<file path="config.mk">
export PLATFORM = sky130hd
export DESIGN_NAME = ppm_header_parser_top_flat
export DESIGN_NICKNAME = d
export VERILOG_FILES = /design/src/hw/rtl/ppm_hp_pkg.sv /design/src/hw/rtl/ppm_hp_if.sv /design/src/hw/rtl/ppm_hp_in_reg.sv /design/src/hw/rtl/ppm_hp_parser.sv /design/src/hw/rtl/ppm_hp_out_reg.sv /design/src/hw/rtl/ppm_header_parser_top.sv /design/src/flat_wrapper.sv
export SDC_FILE = /design/constraint.sdc
export NUM_CORES = 1
export LEC_CHECK = 0
export ABC_AREA = 1
export BUFFER_PORTS_ARGS = -buffer_cell sky130_fd_sc_hd__buf_2
export CORE_ASPECT_RATIO = 1.5
export CORE_MARGIN = 2
export CORE_UTILIZATION = 43
export CTS_BUF_LIST = sky130_fd_sc_hd__clkbuf_8
export DETAILED_ROUTE_END_ITERATION = 16
export MAX_ROUTING_LAYER = met4
export PLACE_DENSITY_LB_ADDON = 0.05
export SYNTH_ARGS = -nofsm -noshare
export SYNTH_HDL_FRONTEND = slang
export SYNTH_SLANG_ARGS = --single-unit
</file>
<file path="constraint.sdc">
create_clock -name clock -period 3.2 [get_ports clock]
set_clock_uncertainty 0.05 [all_clocks]
set_input_delay 0.64 -clock clock [delete_from_list [all_inputs] [get_ports clock]]
set_output_delay 0.64 -clock clock [all_outputs]
set_load 0.02 [all_outputs]
</file>
<file path="src/hw/rtl/ppm_hp_pkg.sv">
// Shared types and constants for the P6 image header parser.
// Used by the channel interfaces, all parser modules and the checker.
package ppm_hp_pkg;

   localparam int MAX_DIGITS  = 15;
   localparam int VALUE_BITS  = 16;
   localparam int DIGIT_BITS  = $clog2(MAX_DIGITS + 1);
   localparam int COUNT_BITS  = 4;
   localparam int MIN_BYTES   = 10;
   localparam int COUNT_MAX   = 15;

   localparam logic [VALUE_BITS-1:0] VALUE_MAX  = {VALUE_BITS{1'b1}};
   localparam logic [VALUE_BITS-1:0] MAXVAL_OK  = VALUE_BITS'(255);

   localparam logic [7:0] CHAR_P       = 8'h50;
   localparam logic [7:0] CHAR_SIX     = 8'h36;
   localparam logic [7:0] CHAR_HASH    = 8'h23;
   localparam logic [7:0] CHAR_NEWLINE = 8'h0A;
   localparam logic [7:0] CHAR_ZERO    = 8'h30;
   localparam logic [7:0] CHAR_NINE    = 8'h39;

   typedef logic [1:0] kind_type;
   localparam kind_type KIND_ACCEPT = 2'd0;
   localparam kind_type KIND_UNSUP  = 2'd1;
   localparam kind_type KIND_BROKEN = 2'd2;
   localparam kind_type KIND_PIXEL  = 2'd3;

   // One file byte as it moves from the input register to the parser.
   typedef struct packed {
      logic       valid;
      logic [7:0] data_byte;
      logic       is_last;
   } item_type;

   // One parse result as it moves from the parser to the result register.
   typedef struct packed {
      logic        valid;
      kind_type    kind;
      logic [15:0] width;
      logic [15:0] height;
      logic [7:0]  pixel_byte;
      logic        last_of_file;
   } result_type;

endpackage

</file>
<file path="src/hw/rtl/ppm_hp_if.sv">
// Valid/ready channel interfaces for the file byte stream and the results.
// Depends on ppm_hp_pkg for the result kind type.
interface ppm_hp_req_if
   import ppm_hp_pkg::*;
   ();
   logic       valid;
   logic       ready;
   logic [7:0] data_byte;
   logic       is_last;

   modport source (output valid, output data_byte, output is_last, input ready);
   modport sink   (input valid, input data_byte, input is_last, output ready);
endinterface

interface ppm_hp_rsp_if
   import ppm_hp_pkg::*;
   ();
   logic        valid;
   logic        ready;
   kind_type    kind;
   logic [15:0] width;
   logic [15:0] height;
   logic [7:0]  pixel_byte;
   logic        last_of_file;

   modport source (output valid, output kind, output width, output height,
                   output pixel_byte, output last_of_file, input ready);
   modport sink   (input valid, input kind, input width, input height,
                   input pixel_byte, input last_of_file, output ready);
endinterface

</file>
<file path="src/hw/rtl/ppm_hp_in_reg.sv">
// Input register of the header parser: holds one file byte until the
// parser consumes it. Depends on ppm_hp_pkg for the item struct.
module ppm_hp_in_reg
   import ppm_hp_pkg::*;
(
   input  logic       clock,
   input  logic       reset,
   input  logic       req_valid,
   output logic       req_ready,
   input  logic [7:0] req_data_byte,
   input  logic       req_is_last,
   input  logic       step,
   output item_type   item
);

   logic       valid_ff, valid_in;
   logic [7:0] byte_ff;
   logic       last_ff;

   // A new byte may enter when the register is empty or is drained this cycle.
   assign req_ready = !valid_ff || step;

   always_comb begin
      valid_in = valid_ff;
      if (req_ready) begin
         valid_in = req_valid;
      end
   end

   always_ff @(posedge clock) begin
      if (reset) begin
         valid_ff <= 1'b0;
      end else begin
         valid_ff <= valid_in;
      end
   end

   always_ff @(posedge clock) begin
      if (req_valid && req_ready) begin
         byte_ff <= req_data_byte;
         last_ff <= req_is_last;
      end
   end

   assign item.valid     = valid_ff;
   assign item.data_byte = byte_ff;
   assign item.is_last   = last_ff;

endmodule

</file>
<file path="src/hw/rtl/ppm_hp_parser.sv">
// Header parse state and the one-byte step logic of the P6 parser.
// Depends on ppm_hp_pkg for constants, result kinds and structs.
module ppm_hp_parser
   import ppm_hp_pkg::*;
(
   input  logic       clock,
   input  logic       reset,
   input  item_type   item,
   input  logic       step,
   output result_type result
);

   typedef enum logic [2:0] {
      PH_MAGIC1,
      PH_MAGIC2,
      PH_SKIP,
      PH_COMMENT,
      PH_DIGITS,
      PH_PIXELS,
      PH_DROP
   } phase_type;

   phase_type              phase_ff, phase_in;
   logic [1:0]             index_ff, index_in;
   logic [DIGIT_BITS-1:0]  digits_ff, digits_in;
   logic [VALUE_BITS-1:0]  acc_ff, acc_in;
   logic [VALUE_BITS-1:0]  wstore_ff, wstore_in;
   logic [VALUE_BITS-1:0]  hstore_ff, hstore_in;
   logic [COUNT_BITS-1:0]  count_ff, count_in;

   logic                   is_digit;
   logic [3:0]             digit_val;
   logic [VALUE_BITS+3:0]  product;
   logic                   has_res;
   kind_type               res_kind;
   logic [7:0]             b;

   assign b         = item.data_byte;
   assign is_digit  = (b >= CHAR_ZERO) && (b <= CHAR_NINE);
   assign digit_val = 4'(b - CHAR_ZERO);

   // acc * 10 + digit, as two shifted copies; saturated below.
   assign product = {acc_ff, 3'b000} + {2'b00, acc_ff, 1'b0}
                    + {(VALUE_BITS)'(0), digit_val};

   always_comb begin
      phase_in  = phase_ff;
      index_in  = index_ff;
      digits_in = digits_ff;
      acc_in    = acc_ff;
      wstore_in = wstore_ff;
      hstore_in = hstore_ff;
      count_in  = count_ff;
      has_res   = 1'b0;
      res_kind  = KIND_UNSUP;

      if (phase_ff == PH_PIXELS) begin
         has_res  = 1'b1;
         res_kind = KIND_PIXEL;
      end else if (phase_ff != PH_DROP) begin
         if (count_ff < COUNT_BITS'(COUNT_MAX)) begin
            count_in = count_ff + 1'b1;
         end
         case (phase_ff)
            PH_MAGIC1: begin
               if (b == CHAR_P) begin
                  phase_in = PH_MAGIC2;
               end else begin
                  has_res = 1'b1;
               end
            end
            PH_MAGIC2: begin
               if (b == CHAR_SIX) begin
                  phase_in = PH_SKIP;
               end else begin
                  has_res = 1'b1;
               end
            end
            PH_SKIP: begin
               if (is_digit) begin
                  acc_in    = VALUE_BITS'(digit_val);
                  digits_in = DIGIT_BITS'(1);
                  phase_in  = PH_DIGITS;
               end else if (b == CHAR_HASH) begin
                  phase_in = PH_COMMENT;
               end
            end
            PH_COMMENT: begin
               if (b == CHAR_NEWLINE) begin
                  phase_in = PH_SKIP;
               end
            end
            PH_DIGITS: begin
               if (is_digit && digits_ff < DIGIT_BITS'(MAX_DIGITS)) begin
                  if (product > {4'b0000, VALUE_MAX}) begin
                     acc_in = VALUE_MAX;
                  end else begin
                     acc_in = product[VALUE_BITS-1:0];
                  end
                  digits_in = digits_ff + 1'b1;
               end else if (index_ff == 2'd0) begin
                  wstore_in = acc_ff;
                  index_in  = 2'd1;
                  phase_in  = PH_SKIP;
               end else if (index_ff == 2'd1) begin
                  hstore_in = acc_ff;
                  index_in  = 2'd2;
                  phase_in  = PH_SKIP;
               end else begin
                  has_res = 1'b1;
                  if (wstore_ff != '0 && hstore_ff != '0 && acc_ff == MAXVAL_OK) begin
                     res_kind = KIND_ACCEPT;
                  end
               end
            end
            default: begin
               phase_in = phase_ff;
            end
         endcase

         // The file ended inside the header.
         if (!has_res && item.is_last) begin
            has_res = 1'b1;
            if (count_in < COUNT_BITS'(MIN_BYTES)) begin
               res_kind = KIND_UNSUP;
            end else begin
               res_kind = KIND_BROKEN;
            end
         end
         if (has_res) begin
            if (res_kind == KIND_ACCEPT) begin
               phase_in = PH_PIXELS;
            end else begin
               phase_in = PH_DROP;
            end
         end
      end

      // The final byte of any file returns the parser to its reset state.
      if (item.is_last) begin
         phase_in  = PH_MAGIC1;
         index_in  = 2'd0;
         digits_in = '0;
         acc_in    = '0;
         wstore_in = '0;
         hstore_in = '0;
         count_in  = '0;
      end
   end

   always_ff @(posedge clock) begin
      if (reset) begin
         phase_ff  <= PH_MAGIC1;
         index_ff  <= 2'd0;
         digits_ff <= '0;
         acc_ff    <= '0;
         wstore_ff <= '0;
         hstore_ff <= '0;
         count_ff  <= '0;
      end else if (step) begin
         phase_ff  <= phase_in;
         index_ff  <= index_in;
         digits_ff <= digits_in;
         acc_ff    <= acc_in;
         wstore_ff <= wstore_in;
         hstore_ff <= hstore_in;
         count_ff  <= count_in;
      end
   end

   always_comb begin
      result.valid        = item.valid && has_res;
      result.kind         = res_kind;
      result.width        = '0;
      result.height       = '0;
      result.pixel_byte   = '0;
      result.last_of_file = item.is_last;
      if (res_kind == KIND_ACCEPT) begin
         result.width  = wstore_ff[15:0];
         result.height = hstore_ff[15:0];
      end
      if (res_kind == KIND_PIXEL) begin
         result.pixel_byte = b;
      end
   end

endmodule

</file>
<file path="src/hw/rtl/ppm_hp_out_reg.sv">
// Result register of the header parser: holds one result until the
// receiver takes it. Depends on ppm_hp_pkg for the result struct.
module ppm_hp_out_reg
   import ppm_hp_pkg::*;
(
   input  logic        clock,
   input  logic        reset,
   input  result_type  result,
   input  logic        load,
   output logic        free,
   output logic        rsp_valid,
   input  logic        rsp_ready,
   output kind_type    rsp_kind,
   output logic [15:0] rsp_width,
   output logic [15:0] rsp_height,
   output logic [7:0]  rsp_pixel_byte,
   output logic        rsp_last_of_file
);

   logic       valid_ff, valid_in;
   result_type data_ff;

   // The register can take a new result when empty or emptied by this transfer.
   assign free = !valid_ff || rsp_ready;

   always_comb begin
      valid_in = valid_ff;
      if (load) begin
         valid_in = 1'b1;
      end else if (rsp_ready) begin
         valid_in = 1'b0;
      end
   end

   always_ff @(posedge clock) begin
      if (reset) begin
         valid_ff <= 1'b0;
      end else begin
         valid_ff <= valid_in;
      end
   end

   always_ff @(posedge clock) begin
      if (load) begin
         data_ff <= result;
      end
   end

   assign rsp_valid        = valid_ff;
   assign rsp_kind         = data_ff.kind;
   assign rsp_width        = data_ff.width;
   assign rsp_height       = data_ff.height;
   assign rsp_pixel_byte   = data_ff.pixel_byte;
   assign rsp_last_of_file = data_ff.last_of_file;

endmodule

</file>
<file path="src/hw/rtl/ppm_header_parser_top.sv">
// Top level of the P6 image header parser.
// Depends on ppm_hp_pkg, the channel interfaces and the parser modules.
//
// Usage: file bytes enter on the req channel, one per transfer, with is_last
// on the final byte of each file. The rsp channel gives at most one result
// per byte: header accepted (with width and height), unsupported file,
// broken file, or a pixel byte once the header has been accepted. After an
// error the rest of the file is dropped silently.
//
// Path: a byte that gives a result waits in the input register after its
// transfer; the parse step moves its result into the result register on rsp.
// Throughput: one byte per cycle unless a result is blocked; the header state
// takes a single short step per byte, the times-ten accumulate being the longest path.
//
// Reset: synchronous and active high; the parser waits for the magic of a
// new file and both registers are empty. The final byte of every file also
// returns the parser to that state. When the receiver stalls, a held result
// stays on rsp and the input register still takes bytes that give no
// result; req_ready drops only once a result is blocked behind the stall.
module ppm_header_parser_top
   import ppm_hp_pkg::*;
(
   input  logic              clock,
   input  logic              reset,
   ppm_hp_req_if.sink        req_if,
   ppm_hp_rsp_if.source      rsp_if
);

   item_type   item;
   result_type result;
   logic       step;
   logic       out_free;

   // The parser consumes a byte unless its result cannot be stored yet.
   assign step = item.valid && (!result.valid || out_free);

   ppm_hp_in_reg u_in_reg (
      .clock         (clock),
      .reset         (reset),
      .req_valid     (req_if.valid),
      .req_ready     (req_if.ready),
      .req_data_byte (req_if.data_byte),
      .req_is_last   (req_if.is_last),
      .step          (step),
      .item          (item)
   );

   ppm_hp_parser u_parser (
      .clock  (clock),
      .reset  (reset),
      .item   (item),
      .step   (step),
      .result (result)
   );

   ppm_hp_out_reg u_out_reg (
      .clock            (clock),
      .reset            (reset),
      .result           (result),
      .load             (step && result.valid),
      .free             (out_free),
      .rsp_valid        (rsp_if.valid),
      .rsp_ready        (rsp_if.ready),
      .rsp_kind         (rsp_if.kind),
      .rsp_width        (rsp_if.width),
      .rsp_height       (rsp_if.height),
      .rsp_pixel_byte   (rsp_if.pixel_byte),
      .rsp_last_of_file (rsp_if.last_of_file)
   );

endmodule

</file>
<file path="src/flat_wrapper.sv">
// flat-port wrapper written by rule: the top's interface ports become plain ports
module ppm_header_parser_top_flat import ppm_hp_pkg::*;
  (clock, reset, req_if_valid, req_if_data_byte, req_if_is_last, req_if_ready, rsp_if_valid, rsp_if_kind, rsp_if_width, rsp_if_height, rsp_if_pixel_byte, rsp_if_last_of_file, rsp_if_ready);
  ppm_hp_req_if req_if_i ();
  ppm_hp_rsp_if rsp_if_i ();
  input  logic clock;
  input  logic reset;
  input wire logic [$bits(req_if_i.valid)-1:0] req_if_valid;
  input wire logic [$bits(req_if_i.data_byte)-1:0] req_if_data_byte;
  input wire logic [$bits(req_if_i.is_last)-1:0] req_if_is_last;
  output wire logic [$bits(req_if_i.ready)-1:0] req_if_ready;
  output wire logic [$bits(rsp_if_i.valid)-1:0] rsp_if_valid;
  output wire logic [$bits(rsp_if_i.kind)-1:0] rsp_if_kind;
  output wire logic [$bits(rsp_if_i.width)-1:0] rsp_if_width;
  output wire logic [$bits(rsp_if_i.height)-1:0] rsp_if_height;
  output wire logic [$bits(rsp_if_i.pixel_byte)-1:0] rsp_if_pixel_byte;
  output wire logic [$bits(rsp_if_i.last_of_file)-1:0] rsp_if_last_of_file;
  input wire logic [$bits(rsp_if_i.ready)-1:0] rsp_if_ready;
  assign req_if_i.valid = req_if_valid;
  assign req_if_i.data_byte = req_if_data_byte;
  assign req_if_i.is_last = req_if_is_last;
  assign req_if_ready = req_if_i.ready;
  assign rsp_if_valid = rsp_if_i.valid;
  assign rsp_if_kind = rsp_if_i.kind;
  assign rsp_if_width = rsp_if_i.width;
  assign rsp_if_height = rsp_if_i.height;
  assign rsp_if_pixel_byte = rsp_if_i.pixel_byte;
  assign rsp_if_last_of_file = rsp_if_i.last_of_file;
  assign rsp_if_i.ready = rsp_if_ready;
  ppm_header_parser_top u_core (.clock(clock), .reset(reset), .req_if(req_if_i), .rsp_if(rsp_if_i));
endmodule
</file>
Word level (Yosys, flattened, before mapping)
Index checks and enable logic that the tools add are counted.
- register bits after elaboration: 115
- output and inout bits: 45
- logic and storage cells: 166
- add/subtract/negate cells: 5
- $lt $le $gt $ge: 6
- eq/ne operators: 24
- multiplexer cells: 79
- reduce and logical (&&, ||, !) cells: 36
- operator list (operator ; number):
    $mux 16 ; 19
    $mux 4 ; 11
    $mux 3 ; 12
    $pmux 16 s2 ; 1
    $reduce_bool 16->1 ; 2
    $mux 2 ; 14
    $add 19x17->20 ; 1
    $add 20x4->20 ; 1
    $gt 20x16->1 const B ; 1
    $mux 1 ; 19
    $reduce_and 6->1 ; 3
    $eq 16x8->1 const B ; 1
    $eq 8x6->1 const B ; 2
    $ne 4x3->1 const B ; 4
    $pmux 3 s5 ; 1
    $lt 4x4->1 const B ; 3
    $ne 5x4->1 const B ; 2
    $reduce_and 10->1 ; 1
    $reduce_bool 2->1 ; 5
    $logic_and 1x1->1 ; 9
    $add 4x1->4 const B ; 2
    $eq 8x4->1 const B ; 1
    $eq 8x7->1 const B ; 1
    $ge 8x6->1 const B ; 1
    other kinds (20) ; 33

Logic depth before layout (Yosys ltp)
- depth in word-level cells: 20
- mapped depth: 17

By module
From an unflattened synthesis, not the netlist that was laid out.
- cell total of the unflattened synthesis: 790
- area, all modules: 6251.0 um^2
- by module, submodules not included (module ; times used ; cells each ; area an instance (um^2)):
    ppm_hp_parser ; 1 ; 720 ; 4559.4
    ppm_hp_out_reg ; 1 ; 48 ; 1333.8
    ppm_hp_in_reg ; 1 ; 17 ; 332.8
    ppm_header_parser_top ; 1 ; 5 ; 25.0

Least setup slack after synthesis
No wires, ideal clock.
- path type: register to register
- start: register u_core.u_in_reg.byte_ff[2]
- end: register u_core.u_out_reg.data_ff, in the netlist u_core.u_out_reg.rsp_height[0], enable pin
- arrival: 2994 ps
- path slack: -290 ps
- cell stages (with the launch flop): 12
- period minus slack after synthesis: 3490 ps
- cell sequence: edfxtp_1 -> inv_1 -> nor2_1 -> nand2_1 -> nor2_1 -> nor2_1 -> nor2_4 -> nand3_2 -> nand2_1 -> nand2_2 -> nand2_1 -> nor2_1
- longest elaborated chain between the ends: 19
- elaborated cells between the ends (all ways): 24
- RTL lines (item ; line ; RTL):
    start, declared ; ppm_hp_in_reg.sv:17 ; logic [7:0] byte_ff;
    start signal, assigned ; ppm_hp_in_reg.sv:40 ; byte_ff <= req_data_byte;
    $ge 8x6->1 / $le 8x6->1 (equally long branches) ; ppm_hp_parser.sv:39 ; assign is_digit = (b >= CHAR_ZERO) && (b <= CHAR_NINE);
    $logic_and 1x1->1 ; ppm_hp_parser.sv:39 ;
    $logic_and 1x1->1 ; ppm_hp_parser.sv:94 ; if (is_digit && digits_ff < DIGIT_BITS'(MAX_DIGITS)) begin
    $mux 1 ; ppm_hp_parser.sv:94 ;
    $pmux 1 s3 * ; ppm_hp_parser.sv:64 ; case (phase_ff)
    $mux 1 * ; ppm_hp_parser.sv:60 ; end else if (phase_ff != PH_DROP) begin
    $mux 1 * ; ppm_hp_parser.sv:57 ; if (phase_ff == PH_PIXELS) begin
    $logic_not 1->1 ; ppm_hp_parser.sv:122 ; if (!has_res && item.is_last) begin
    (+4 left out) ; n/a ;
    $mux 1 * ; ppm_hp_parser.sv:60 ;
    $mux 1 * ; ppm_hp_parser.sv:57 ;
    $logic_and 1x1->1 * ; ppm_hp_parser.sv:172 ; result.valid = item.valid && has_res;
    $logic_not 1->1 ; ppm_header_parser_top.sv:35 ; assign step = item.valid && (!result.valid || out_free);
    $logic_or 1x1->1 ; ppm_header_parser_top.sv:35 ;
    $logic_and 1x1->1 ; ppm_header_parser_top.sv:35 ;
    $logic_and 1x1->1 * ; ppm_header_parser_top.sv:60 ; .load (step && result.valid),
    net u_core.u_out_reg.load ; ppm_hp_out_reg.sv:9 ; input logic load,
    end signal, assigned ; ppm_hp_out_reg.sv:45 ; data_ff <= result;
    end, declared ; ppm_hp_out_reg.sv:21 ; result_type data_ff;
The timed path passes the listed nets; every way through them passes the cells marked *. The select of a mux whose other input is x is not followed.
A chain may end at the register's enable or synchronous reset.

Final worst setup path
- start: register u_core.u_in_reg.byte_ff[2]
- end: register u_core.u_parser.acc_ff[5]
- longest elaborated chain between the ends: 19
- elaborated cells between the ends (all ways): 35
- RTL lines (item ; line ; RTL):
    branches (longest 19 deep; another with $add 20x4->20) ; n/a ;
    end signal, assigned ; ppm_hp_parser.sv:164 ; acc_ff <= acc_in;
    end, declared ; ppm_hp_parser.sv:26 ; logic [VALUE_BITS-1:0] acc_ff, acc_in;
Parallel ways; which one is timed is not known. The select of a mux whose other input is x is not followed.

==> impl_metrics.env <==
export IMPL_outcome="finished, final reports clean"
export IMPL_rr_startpoint="u_core.u_in_reg.byte_ff[2]"
export IMPL_cp_start_kind="flop"
export IMPL_fin_crit_sh=0.920
export IMPL_diodes=0
export IMPL_grt_pass1_wl_um=24800
export IMPL_cp_end_kind="flop"
export IMPL_tightestPinTransition_ns=0.706
export IMPL_cp_slowest_cell="edfxtp_1"
export IMPL_setup_ws_ns=0.257
export IMPL_pin_count=58
export IMPL_crit_family="adder cells"
export IMPL_yosysTopAreaCell="edfxtp_1"
export IMPL_whs_path_depth=1
export IMPL_cpPeakStageDelay_ns=0.43
export IMPL_final_setup_tns_ns=0
export IMPL_power_leakage_nw=3.48
export IMPL_fin_crit_ns=2.94
export IMPL_worst_path_most_repeated_cell="nand2_1"
export IMPL_hold_viol=0
export IMPL_die_h_um=153
export IMPL_cp_startpoint="u_core.u_in_reg.byte_ff[2]"
export IMPL_start_util=0.440
export IMPL_dp_hpwl_um=11200
export IMPL_numCtsBuffers=17
export IMPL_synth_ff_type="dfxtp_1"
export IMPL_arrival_ns=3.21
export IMPL_maxSlewHeadroom=0.529
export IMPL_clk_latency_ns=0.44
export IMPL_critical_path_required_ns=3.46
export IMPL_n_fill_cell=1462
export IMPL_grt_max_degree=45
export IMPL_io_buffers=57
export IMPL_yosysWarnings=0
export IMPL_antenna_left=0
export IMPL_avgSynthCellArea_um2=7.62
export IMPL_final_net_count=945
export IMPL_final_layout_size_suffix_gt1_frac=0.147
export IMPL_cts_tree="yes"
export IMPL_drtIter0Drc=220
export IMPL_irDropWorstVdd_v=0.000285
export IMPL_antenna_found_initial=0
export IMPL_die_w_um=104
export IMPL_area_growth_syn_to_layout_pct=12.9
export IMPL_final_core_util=0.497
export IMPL_dieArea_mm2=0.0159
export IMPL_synthTopCellsByCount="nand2_1, nor2_1, inv_1"
export IMPL_maxCapViolations=0
export IMPL_path_clk_slew_ns=0.08
export IMPL_rsz0062_at_grt="false"
export IMPL_grt_overflow=0
export IMPL_multi_input_area_mm2=0.00296
export IMPL_drt_pass1_iterations=4
export IMPL_cellPowerDensity_mw_per_mm2=485
export IMPL_path_class="reg -> reg"
export IMPL_grt_usage=0.199
export IMPL_synth_top_area_share=0.244
export IMPL_netlist_instances=838
export IMPL_min_path_type="in -> reg"
export IMPL_synth_cell_types=37
export IMPL_clock_sinks=115
export IMPL_routedWlPerCell_um=13.4
export IMPL_slew_viol_final=0
export IMPL_async_flop_share=0
export IMPL_htreeDepth=4
export IMPL_max_freq_mhz=340
export IMPL_grt_pass1_vias=5237
export IMPL_synthTopCellsByArea="edfxtp_1, dfxtp_1, nand2_1, nor2_1, inv_1"
export IMPL_min_to="u_core.u_in_reg.byte_ff[7]"
export IMPL_path_buf_inv=0
export IMPL_rows=54
export IMPL_drt_total_wl_um=14800
export IMPL_viasPerCell=4.81
export IMPL_reg2reg_depth=15
export IMPL_cp_max_fo=16
export IMPL_synth_area_mm2=0.00639
export IMPL_regToRegSetupSlack_ns=0.26
export IMPL_drc_errors=0
export IMPL_syn_nets=886
export IMPL_synth_most_common_cell="nand2_1"
export IMPL_setup_viol=0
export IMPL_coreArea_mm2=0.0145
export IMPL_ys_seq_area_frac=0.442
export IMPL_r2r_end="u_core.u_parser.acc_ff[5]"
export IMPL_pre_cts_ws_ns=0.237
export IMPL_ys_ff_latch=115
export IMPL_ctsRootBufferMaster="clkbuf_8"
export IMPL_num_vias=5315
export IMPL_cp_cell_sequence="ha_1 > ha_1 > fa_1 > nand3_1 > nand2_1 > nand2_1 > nand2_1 > nand2_1 > nand2_1 > nand2_1 > nand2_1 > nor2_1 > nand2_4 > o21ai_0 > a21oi_2"
export IMPL_hp_start="req_if_data_byte[7]"
export IMPL_gp_congestion=0.859
export IMPL_synth_edf_count=52
export IMPL_clock_path_buffers=2
export IMPL_register_area_mm2=0.00282
-- logic make-up (layout without fill, tap and decap cells) --
family,count (synthesis),after routing,share of synthesized area
DFF,115,115,0.442
and+or+nand+nor,436,436,0.287
xor gates and xnor gates,12,12,0.0165
adders and majority gates,35,35,0.0709
AOI/OAI and AO/OA,94,94,0.0872
buffers and inverters,146,218,0.0966
-- sequential cells by signal, summed over array words and instances, names as in the netlist, 3 cells and up --
name                             cells
u_core.u_parser.digits_ff            4
u_core.u_parser.acc_ff              16
u_core.u_parser.phase_ff             3
u_core.u_parser.hstore_ff           16
u_core.u_parser.wstore_ff           16
u_core.u_out_reg.rsp_pixel_byte      8
u_core.u_out_reg.rsp_height         16
u_core.u_parser.count_ff             4
u_core.u_in_reg.byte_ff              8
u_core.u_out_reg.rsp_width          16
-- worst max-delay path by stage --
stage	end	slack, ns	cells after the start
2_1_floorplan	u_core.u_out_reg.rsp_height[0]	0.44	11
3_3_place_gp	u_core.u_parser.acc_ff[0]	0.32	17
3_5_place_dp	u_core.u_parser.acc_ff[9]	0.24	15
4_1_cts	u_core.u_parser.acc_ff[9]	0.21	15
5_1_grt	u_core.u_parser.acc_ff[0]	0.02	17
6_report	u_core.u_parser.acc_ff[5]	0.26	15
-- layout make-up --
class	instances	area share
inverters	120	0.0624
clock buffers	17	0.0324
clock inverters	15	0.0186
repair buffers	66	0.0507
flip-flops and latches	115	0.391
multi-input cells	577	0.411
well taps	196	0.0340
-- cell usage in the layout, fill, tap and decap left out, drive strengths merged, types with 4 or more instances in the layout --
cell type	synthesis	routed
nand3	26	26
xnor2	4	4
clkbuf	10	17
clkinvlp	0	6
nor4	5	5
buf	16	66
a21oi	49	49
edfxtp	52	52
o21ai	41	41
nor2	169	169
ha	33	33
nand2	203	203
dfxtp	63	63
nand4	15	15
clkinv	0	5
nor3	12	12
xor2	8	8
inv	120	123
-- where the power goes --
part | switching, W | leakage, nW | internal [W] | total (W)
Clock | 0.000652 | 0.171 | 0.000615 | 0.00127
Combinational | 0.000375 | 2.30 | 0.000181 | 0.000557
Sequential | 0.0000513 | 1.01 | 0.00162 | 0.00167
Total | 0.00108 | 3.48 | 0.00242 | 0.00350
-- per-stage QoR --
step                      hold slack [ns]  cells  area [um^2]  power (W)
after global placement              0.403   1073         6830    0.00226
final                               0.317   1106         7210    0.00350
after global routing                0.286   1106         7210    0.00368
after floorplan                     0.371    838         6390    0.00212
after CTS                           0.297   1105         7200    0.00353
after detailed placement            0.431   1073         6830    0.00226
-- repair_timing --
item	4_1_cts	5_1_grt
endpoints found under the setup margin	0	13
gates resized for setup	0	2
hold buffers	0	0
setup buffers	0	1
endpoints found under the hold margin	0	0
-- routing by layer --
metal / share of wire / routed length, um / track usage
met5: 0 / 0 / -
met3: 0.025 / 374 / 0.0371
met2: 0.52 / 7640 / 0.353
met4: 0.023 / 336 / 0.0695
met1: 0.43 / 6410 / 0.224
-- worst register-to-register path, stage by stage, from the launching register on --
cell and delay (ns):
edfxtp_1 0.43, ha_1 0.30, ha_1 0.28, fa_1 0.42, nand3_1 0.10, nand2_1 0.12, nand2_1 0.09, nand2_1 0.09
nand2_1 0.10, nand2_1 0.05, nand2_1 0.05, nand2_1 0.05, nor2_1 0.17, nand2_4 0.16, o21ai_0 0.27, a21oi_2 0.08
Power figures use the tool's default switching activity.
